`src/nscd_pkg.sv`:
```
// nscd_pkg: shared types, character codes and helper functions for the
// nmea sentence checksum deframer; no dependencies
`timescale 1ns / 1ps
`default_nettype none

package nscd_pkg;

    localparam int NSCD_BUFFER_DEPTH = 128;
    localparam int HEADER_LEN        = 5;

    localparam logic [7:0] CH_DOLLAR = 8'h24;
    localparam logic [7:0] CH_STAR   = 8'h2A;
    localparam logic [7:0] CH_G      = 8'h47;
    localparam logic [7:0] CH_P      = 8'h50;
    localparam logic [7:0] CH_R      = 8'h52;
    localparam logic [7:0] CH_M      = 8'h4D;
    localparam logic [7:0] CH_C      = 8'h43;
    localparam logic [7:0] CH_S      = 8'h53;
    localparam logic [7:0] CH_V      = 8'h56;
    localparam logic [7:0] CH_A      = 8'h41;
    localparam logic [7:0] HEX_ALPHA = 8'd10;

    localparam logic [1:0] KIND_GGA     = 2'd0;
    localparam logic [1:0] KIND_RMC     = 2'd1;
    localparam logic [1:0] KIND_GSV     = 2'd2;
    localparam logic [1:0] KIND_UNKNOWN = 2'd3;

    localparam logic [1:0] STAT_NONE     = 2'd0;
    localparam logic [1:0] STAT_MATCH    = 2'd1;
    localparam logic [1:0] STAT_MISMATCH = 2'd2;
    localparam logic [1:0] STAT_ABORT    = 2'd3;

    typedef enum logic [1:0] {
        PH_IDLE = 2'd0,
        PH_DATA = 2'd1,
        PH_SUM  = 2'd2
    } phase_t;

    typedef struct packed {
        logic       sentence_start;
        logic       data_valid;
        logic [7:0] data_char;
        logic [6:0] data_index;
        logic [1:0] status;
        logic [1:0] sentence_kind;
        logic [7:0] computed_sum;
        logic [7:0] received_sum;
    } result_t;

    typedef struct packed {
        logic       ok;
        logic [3:0] value;
    } hex_t;

    // expected header character of pattern k at position pos
    function automatic logic [7:0] hdr_char(input logic [1:0] k, input logic [2:0] pos);
        logic [7:0] c;
        c = 8'h00;
        case (pos)
            3'd0: c = CH_G;
            3'd1: c = CH_P;
            3'd2: c = (k == KIND_RMC) ? CH_R : CH_G;
            3'd3: begin
                case (k)
                    KIND_GGA: c = CH_G;
                    KIND_RMC: c = CH_M;
                    default:  c = CH_S;
                endcase
            end
            3'd4: begin
                case (k)
                    KIND_GGA: c = CH_A;
                    KIND_RMC: c = CH_C;
                    default:  c = CH_V;
                endcase
            end
            default: c = 8'h00;
        endcase
        return c;
    endfunction

    function automatic hex_t hex_decode(input logic [7:0] ch);
        hex_t h;
        logic [7:0] d;
        h.ok = 1'b1;
        d = 8'h00;
        if (ch inside {[8'h30:8'h39]}) begin
            d = ch - 8'h30;
        end else if (ch inside {[8'h41:8'h46]}) begin
            d = ch - 8'h41 + HEX_ALPHA;
        end else if (ch inside {[8'h61:8'h66]}) begin
            d = ch - 8'h61 + HEX_ALPHA;
        end else begin
            h.ok = 1'b0;
        end
        h.value = d[3:0];
        return h;
    endfunction

endpackage

`default_nettype wire

```
`src/nscd_step.sv`:
```
// nscd_step: sentence state registers and the per-character update logic
// depends on nscd_pkg
`timescale 1ns / 1ps
`default_nettype none

module nscd_step
    import nscd_pkg::*;
#(
    parameter int BUFFER_DEPTH = NSCD_BUFFER_DEPTH
) (
    input  wire logic       aclk,
    input  wire logic       aresetn,
    input  wire logic       fire,
    input  wire logic [7:0] rx_char,
    output result_t         res
);

    localparam int CNT_W = $clog2(BUFFER_DEPTH);
    localparam logic [CNT_W-1:0] CNT_LIMIT = CNT_W'(BUFFER_DEPTH - 1);
    localparam logic [CNT_W-1:0] HDR_LEN_C = CNT_W'(HEADER_LEN);
    localparam logic [CNT_W-1:0] CNT_ONE   = CNT_W'(1);

    phase_t           phase_reg, phase_next;
    logic [7:0]       xor_reg, xor_next;
    logic [CNT_W-1:0] count_reg, count_next;
    logic [2:0]       match_reg, match_next;
    logic [1:0]       kind_reg, kind_next;
    logic [3:0]       nibble_reg, nibble_next;
    logic             second_reg, second_next;

    hex_t       hex;
    logic [8:0] count_ext;
    logic [1:0] classified;
    logic [7:0] rsum;

    assign hex       = hex_decode(rx_char);
    assign count_ext = 9'(count_reg);
    assign rsum      = {nibble_reg, hex.value};

    always_comb begin
        if (count_reg < HDR_LEN_C) begin
            classified = KIND_UNKNOWN;
        end else if (match_reg[0]) begin
            classified = KIND_GGA;
        end else if (match_reg[1]) begin
            classified = KIND_RMC;
        end else if (match_reg[2]) begin
            classified = KIND_GSV;
        end else begin
            classified = KIND_UNKNOWN;
        end
    end

    // next phase
    always_comb begin
        phase_next = phase_reg;
        case (phase_reg)
            PH_IDLE: begin
                if (rx_char == CH_DOLLAR) phase_next = PH_DATA;
            end
            PH_DATA: begin
                if (rx_char == CH_STAR) phase_next = PH_SUM;
            end
            PH_SUM: begin
                if (!hex.ok || second_reg) phase_next = PH_IDLE;
            end
            default: phase_next = PH_IDLE;
        endcase
    end

    // result and datapath
    always_comb begin
        res         = '0;
        xor_next    = xor_reg;
        count_next  = count_reg;
        match_next  = match_reg;
        kind_next   = kind_reg;
        nibble_next = nibble_reg;
        second_next = second_reg;
        case (phase_reg)
            PH_IDLE: begin
                if (rx_char == CH_DOLLAR) begin
                    res.sentence_start = 1'b1;
                    xor_next    = '0;
                    count_next  = '0;
                    match_next  = '1;
                    kind_next   = KIND_UNKNOWN;
                    nibble_next = '0;
                    second_next = 1'b0;
                end
            end
            PH_DATA: begin
                if (rx_char == CH_STAR) begin
                    kind_next = classified;
                end else begin
                    if (count_reg < CNT_LIMIT) begin
                        if (count_reg < HDR_LEN_C) begin
                            for (int k = 0; k < 3; k++) begin
                                if (hdr_char(2'(k), count_reg[2:0]) != rx_char) begin
                                    match_next[k] = 1'b0;
                                end
                            end
                        end
                        res.data_valid = 1'b1;
                        res.data_char  = rx_char;
                        res.data_index = count_ext[6:0];
                        count_next     = count_reg + CNT_ONE;
                    end
                    xor_next = xor_reg ^ rx_char;
                end
            end
            PH_SUM: begin
                if (!hex.ok) begin
                    res.status        = STAT_ABORT;
                    res.sentence_kind = kind_reg;
                    res.computed_sum  = xor_reg;
                end else if (!second_reg) begin
                    nibble_next = hex.value;
                    second_next = 1'b1;
                end else begin
                    res.received_sum  = rsum;
                    res.computed_sum  = xor_reg;
                    res.sentence_kind = kind_reg;
                    res.status        = (rsum == xor_reg) ? STAT_MATCH : STAT_MISMATCH;
                    second_next       = 1'b0;
                end
            end
            default: begin
            end
        endcase
    end

    always_ff @(posedge aclk) begin
        if (!aresetn) begin
            phase_reg  <= PH_IDLE;
            xor_reg    <= '0;
            count_reg  <= '0;
            match_reg  <= '1;
            kind_reg   <= KIND_UNKNOWN;
            nibble_reg <= '0;
            second_reg <= 1'b0;
        end else if (fire) begin
            phase_reg  <= phase_next;
            xor_reg    <= xor_next;
            count_reg  <= count_next;
            match_reg  <= match_next;
            kind_reg   <= kind_next;
            nibble_reg <= nibble_next;
            second_reg <= second_next;
        end
    end

    a_count_limit: assert property (@(posedge aclk) disable iff (!aresetn)
        count_reg <= CNT_LIMIT)
        else $error("character count beyond buffer limit");

    a_finish_idle: assert property (@(posedge aclk) disable iff (!aresetn)
        fire && res.status != STAT_NONE |=> phase_reg == PH_IDLE)
        else $error("finished sentence did not return to idle");

    a_start_data: assert property (@(posedge aclk) disable iff (!aresetn)
        fire && res.sentence_start |=> phase_reg == PH_DATA && xor_reg == 8'h00)
        else $error("sentence start did not clear checksum");

    a_second_sum: assert property (@(posedge aclk) disable iff (!aresetn)
        second_reg |-> phase_reg == PH_SUM || phase_reg == PH_IDLE)
        else $error("second digit flag set outside checksum phase");

endmodule

`default_nettype wire

```
`src/nscd_out_buf.sv`:
```
// nscd_out_buf: two-entry result buffer between the update logic and the
// result channel; depends on nscd_pkg
`timescale 1ns / 1ps
`default_nettype none

module nscd_out_buf
    import nscd_pkg::*;
(
    input  wire logic    aclk,
    input  wire logic    aresetn,
    input  wire logic    push,
    input  wire result_t push_data,
    output logic         not_full,
    output logic         out_valid,
    input  wire logic    pop,
    output result_t      out_data
);

    result_t    slot0_reg, slot1_reg;
    logic [1:0] count_reg;

    assign not_full  = (count_reg != 2'd2);
    assign out_valid = (count_reg != 2'd0);
    assign out_data  = slot0_reg;

    always_ff @(posedge aclk) begin
        if (!aresetn) begin
            count_reg <= '0;
        end else begin
            case ({push, pop})
                2'b10:   count_reg <= count_reg + 2'd1;
                2'b01:   count_reg <= count_reg - 2'd1;
                default: count_reg <= count_reg;
            endcase
        end
    end

    always_ff @(posedge aclk) begin
        case ({push, pop})
            2'b10: begin
                if (count_reg == 2'd0) slot0_reg <= push_data;
                else slot1_reg <= push_data;
            end
            2'b01: slot0_reg <= slot1_reg;
            2'b11: begin
                if (count_reg == 2'd1) slot0_reg <= push_data;
                else begin
                    slot0_reg <= slot1_reg;
                    slot1_reg <= push_data;
                end
            end
            default: begin
            end
        endcase
    end

    a_count_range: assert property (@(posedge aclk) disable iff (!aresetn)
        count_reg != 2'd3)
        else $error("result buffer count out of range");

    a_no_overflow: assert property (@(posedge aclk) disable iff (!aresetn)
        count_reg == 2'd2 |-> !push)
        else $error("request pushed into full result buffer");

    a_pass_through: assert property (@(posedge aclk) disable iff (!aresetn)
        push && !pop && count_reg == 2'd0 |=> out_valid && out_data == $past(push_data))
        else $error("request lost in empty result buffer");

endmodule

`default_nettype wire

```
`src/nmea_sentence_checksum_deframer_core.sv`:
```
// nmea_sentence_checksum_deframer_core: top level of the nmea sentence
// deframer with xor checksum check; depends on nscd_pkg, nscd_step and
// nscd_out_buf
//
// usage
//   input channel s_valid / s_ready / s_rx_char carries one serial character
//   per request. each accepted character gives exactly one result request on
//   the m_ channel: sentence start flag, data character with its index,
//   and on the last checksum digit (or a bad hex digit) the status, the
//   sentence kind, the computed and the received checksum.
//   a result is registered in the result buffer and shown on the m_ ports
//   once it reaches the head slot. one character per cycle while s_ready is
//   high, set by the combinational update of the sentence state between the
//   input edge and the result buffer.
//   a two-entry result buffer parts the two channels: s_ready depends on the
//   buffer fill only, so a stalled receiver holds up to two results before
//   s_ready falls; results are never dropped.
//   reset (aresetn low, synchronous) returns the deframer to idle waiting for
//   '$' and empties the result buffer.
`timescale 1ns / 1ps
`default_nettype none

module nmea_sentence_checksum_deframer_core
    import nscd_pkg::*;
#(
    parameter int BUFFER_DEPTH = NSCD_BUFFER_DEPTH
) (
    input  wire logic       aclk,
    input  wire logic       aresetn,
    input  wire logic       s_valid,
    output logic            s_ready,
    input  wire logic [7:0] s_rx_char,
    output logic            m_valid,
    input  wire logic       m_ready,
    output logic            m_sentence_start,
    output logic            m_data_valid,
    output logic [7:0]      m_data_char,
    output logic [6:0]      m_data_index,
    output logic [1:0]      m_status,
    output logic [1:0]      m_sentence_kind,
    output logic [7:0]      m_computed_sum,
    output logic [7:0]      m_received_sum
);

    logic    fire;
    logic    pop;
    result_t step_res;
    result_t head;

    assign fire = s_valid && s_ready;
    assign pop  = m_valid && m_ready;

    nscd_step #(
        .BUFFER_DEPTH(BUFFER_DEPTH)
    ) u_step (
        .aclk    (aclk),
        .aresetn (aresetn),
        .fire    (fire),
        .rx_char (s_rx_char),
        .res     (step_res)
    );

    nscd_out_buf u_out_buf (
        .aclk      (aclk),
        .aresetn   (aresetn),
        .push      (fire),
        .push_data (step_res),
        .not_full  (s_ready),
        .out_valid (m_valid),
        .pop       (pop),
        .out_data  (head)
    );

    assign m_sentence_start = head.sentence_start;
    assign m_data_valid     = head.data_valid;
    assign m_data_char      = head.data_char;
    assign m_data_index     = head.data_index;
    assign m_status         = head.status;
    assign m_sentence_kind  = head.sentence_kind;
    assign m_computed_sum   = head.computed_sum;
    assign m_received_sum   = head.received_sum;

endmodule

`default_nettype wire

```
`config.mk`:
```
export PLATFORM = sky130hd
export DESIGN_NAME = nmea_sentence_checksum_deframer_core
export DESIGN_NICKNAME = d
export VERILOG_FILES = /design/src/nscd_pkg.sv /design/src/nscd_step.sv /design/src/nscd_out_buf.sv /design/src/nmea_sentence_checksum_deframer_core.sv
export SDC_FILE = /design/constraint.sdc
export NUM_CORES = 1
export LEC_CHECK = 0
export BUFFER_PORTS_ARGS = -buffer_cell sky130_fd_sc_hd__clkbuf_2
export CAP_MARGIN = 5
export CORE_MARGIN = 2
export CORE_UTILIZATION = 55
export CTS_CLUSTER_DIAMETER = 80
export CTS_CLUSTER_SIZE = 16
export DETAILED_ROUTE_END_ITERATION = 7
export MAX_ROUTING_LAYER = met4
export PLACE_DENSITY = 0.75
export SLEW_MARGIN = 0
export SYNTH_ARGS = -nofsm -noshare
export SYNTH_HDL_FRONTEND = slang
export SYNTH_SLANG_ARGS = --single-unit
```
`constraint.sdc`:
```
create_clock -name aclk -period 10.48 [get_ports aclk]
set_input_delay 1.572 -clock aclk [delete_from_list [all_inputs] [get_ports aclk]]
set_output_delay 1.572 -clock aclk [all_outputs]
set_load 0.05 [all_outputs]
```
==> impl_results.md <==
- Outcome: complete, no violations
- Layout Utilization: 62.22%
- CTS max path bufs: 2
- Core area: 9240 sq um
- Tmin final: 4.048 ns
- Yosys warnings: 0
- DRC violations left: 0
- CTS H-Tree Depth: 3
- Clk sink count: 103
- Net count, final: 532
- CP peak stage delay: 0.94 ns
- Antenna violations before repair: 0
- Most frequent cells in the layout: edfxtp_1 (74), clkbuf_2 (50), a22o_1 (37), nand2_1 (32), dfxtp_1 (29)
- First-pass DRT Iterations: 4
- First-pass GRT wire length: 18.20 mm
- Setup-failing EPs final: 0
- Hold Crit Start: u_step.match_reg[2]
- Num rows: 35
- Io pins: 51
- CTS Hold Bufs: 0
- Crit. End Element: register
- Vias in the first global route: 3522
- Syn_area_per_cell: 11.16 sq um
- FF-to-FF path depth: 9
- Syn nets: 497
- Critical Path RT: 10.70 ns
- Max-slew violations: 0
- Wire per inst: 17.72 microns
- Seq/Total Area, Yosys: 53.41%
- Min-Delay Path Class: reg -> reg
- GRT Overall Usage: 23.35%
- Vias/cell: 5.989
- Hold path endpoint: u_step.match_reg[2]
- Cells after Synth: 470
- Drt total wl: 11.33 mm
- R2R setup slack: 7.40 ns
- Mapped Area: 5248 sq um
- Dpl cell area: 5567 sq um
- CTS tree: built
- Routability congestion estimate: 0.9216
- Area of the die: 10340 sq um
- Total power: 1.345 mW
- Resized cells post-CTS: 0
- Yosys cell types: 70
- RSZ-0062 raised after global routing: no
- Final period util: 38.63%
- Family with the most delay on the worst path: simple AND/OR/NAND/NOR gates
- Final setup TNS: 0 ns
- Chip height: 101.7 microns
- Most common cell after layout, fill and taps aside: edfxtp_1
- DRT iter0 DRCs: 308
- Rel. slew slack: 23.38%
- Clk_lat worst skew: 0.37 ns
- GR Overflow Total: 0
- Worst slew pin tran: 1.145 ns
- Cell area after layout: 5749 sq um
- Detailed Place HPWL: 7.802 mm
- Ys flop type: edfxtp_1
- Leakage power: 2.163 nW
- CP Cell Sequence: clkbuf_2, inv_1, ha_1, and3_1, nor3_2, nor2b_1, a22o_1
- Worst-path clk slew: 0.10 ns
- Clk root buf: clkbuf_8
- Worst path bufs/invs: 2
- TritonCTS buffer count: 9
- Die outline width: 101.7 microns
- Max frequency: 247.0 MHz
- Slowest cell on crit path: nor2b_1
- Antenna diodes: 0
- Buffer count from post-CTS setup fixing: 0
- Power density cells: 233.9 nW/um^2
- Routed vias: 3827
- Fin Clk Skew: 0.01579 ns
- Seq cells post-synth: 103
- Type of origin of the critical path: primary input
- Endpoints failing hold: 0
- ANT nets after route: 0
- Share of cells above drive strength 1: 17.06%
- P&R area growth vs syn: 9.561%
- Largest net degree at the start of global routing: 38
- Maximum fanout along the worst path: 16
- FF-to-FF End: u_out_buf.out_data[26]
- RR Startpoint: u_out_buf.count_reg[0]
- Post-synthesis async set-or-reset flop share: 0%
- Hold Path Depth: 1
- Worst VDD drop: 0.1361 mV
- Port Buffer Count: 50
- Worst EP arrival: 4.27 ns
- Number of flops mapped to enable cells by yosys: 74
- Initial core utilization: 56.79%
- MaxCap Viol Count: 0
- Kind of critical path: in -> reg
-- synthesized netlist by cell type (all sizes together), types with 5 or more instances --
cell type  number  area share (%)
a21boi          5            0.72
inv            18             1.3
and3           10             1.2
o21ai          21             2.0
xor2           14             2.3
nor2           30             2.2
buf            12             1.4
nand3           6            0.57
and2           22             2.6
nor2b          12             1.4
dfxtp          29              11
nor4           12             1.8
a21o            5            0.72
nand2          32             2.3
xnor2          11             1.8
mux2i           6             1.1
o31ai           5            0.72
a21oi          16             1.7
nor3            9             1.0
edfxtp         74              42
clkbuf         16             1.1
ha             15             3.6
a22o           37             6.2
-- kinds of logic after synthesis --
kind of cell | after synthesis | synth area share [%]
xor gates and xnor gates | 25 | 4.173
muxes | 6 | 1.145
DFF | 103 | 53.41
adders and majority gates | 15 | 3.577
and+or+nand+nor | 155 | 16.67
buffers and inverters | 46 | 3.815
AOI/OAI and AO/OA | 120 | 17.22
-- cell type report --
type / count / area (sq um)
tap: 129 / 161.4
multi-input combinational: 321 / 2270
sequential: 103 / 2803
clock inverter: 6 / 55.05
fill: 766 / 3491
inverter: 18 / 67.56
clock buffer: 10 / 127.6
timing repair buffer: 52 / 265.3
-- metal layers --
metal  GRT usage [%]  wire [microns]
met4           6.965             163
met1           33.03            5225
met5               -               0
met2           34.82            5327
met3           3.727             608
-- how the worst max path moves through the flow --
stage	slack [ns]	start	to	cells past startpoint
finish	6.43	s_rx_char[0]	u_out_buf.out_data[26]	7
global route	6.16	s_rx_char[0]	u_out_buf.out_data[27]	7
CTS	6.43	s_rx_char[0]	u_out_buf.out_data[26]	7
detailed placement	6.06	s_rx_char[0]	u_out_buf.out_data[27]	7
global placement	6.25	s_rx_char[0]	u_out_buf.out_data[33]	7
floorplan	5.59	s_valid	u_out_buf.out_data[0]	2
-- metrics by stage --
stage	hold WS [ns]	cells	setup slack, ns
4_1_cts	0.4655	639	6.433
5_1_grt	0.5057	639	6.156
2_1_floorplan	0.4184	470	5.593
3_5_place_dp	0.4392	623	6.064
6_report	0.4715	639	6.432
3_3_place_gp	0.4316	623	6.250
-- report_power, final --
part           total (mW)  internal (mW)  leakage [nW]  switching (mW)
Clock               0.232         0.0906        0.0865           0.141
Sequential          0.631          0.597         0.973          0.0335
Combinational       0.482         0.0860          1.10           0.396
-- worst register-to-register path, cell delays in order, from the launching register on --
cell	delay [ns]
dfxtp_1	0.38
inv_1	0.08
ha_1	0.19
inv_1	0.06
nand2_1	0.23
inv_1	0.22
ha_1	0.31
a21oi_1	0.28
nor2b_1	0.93
a22o_1	0.25
Note: power is estimated with default switching activity, not from simulation.
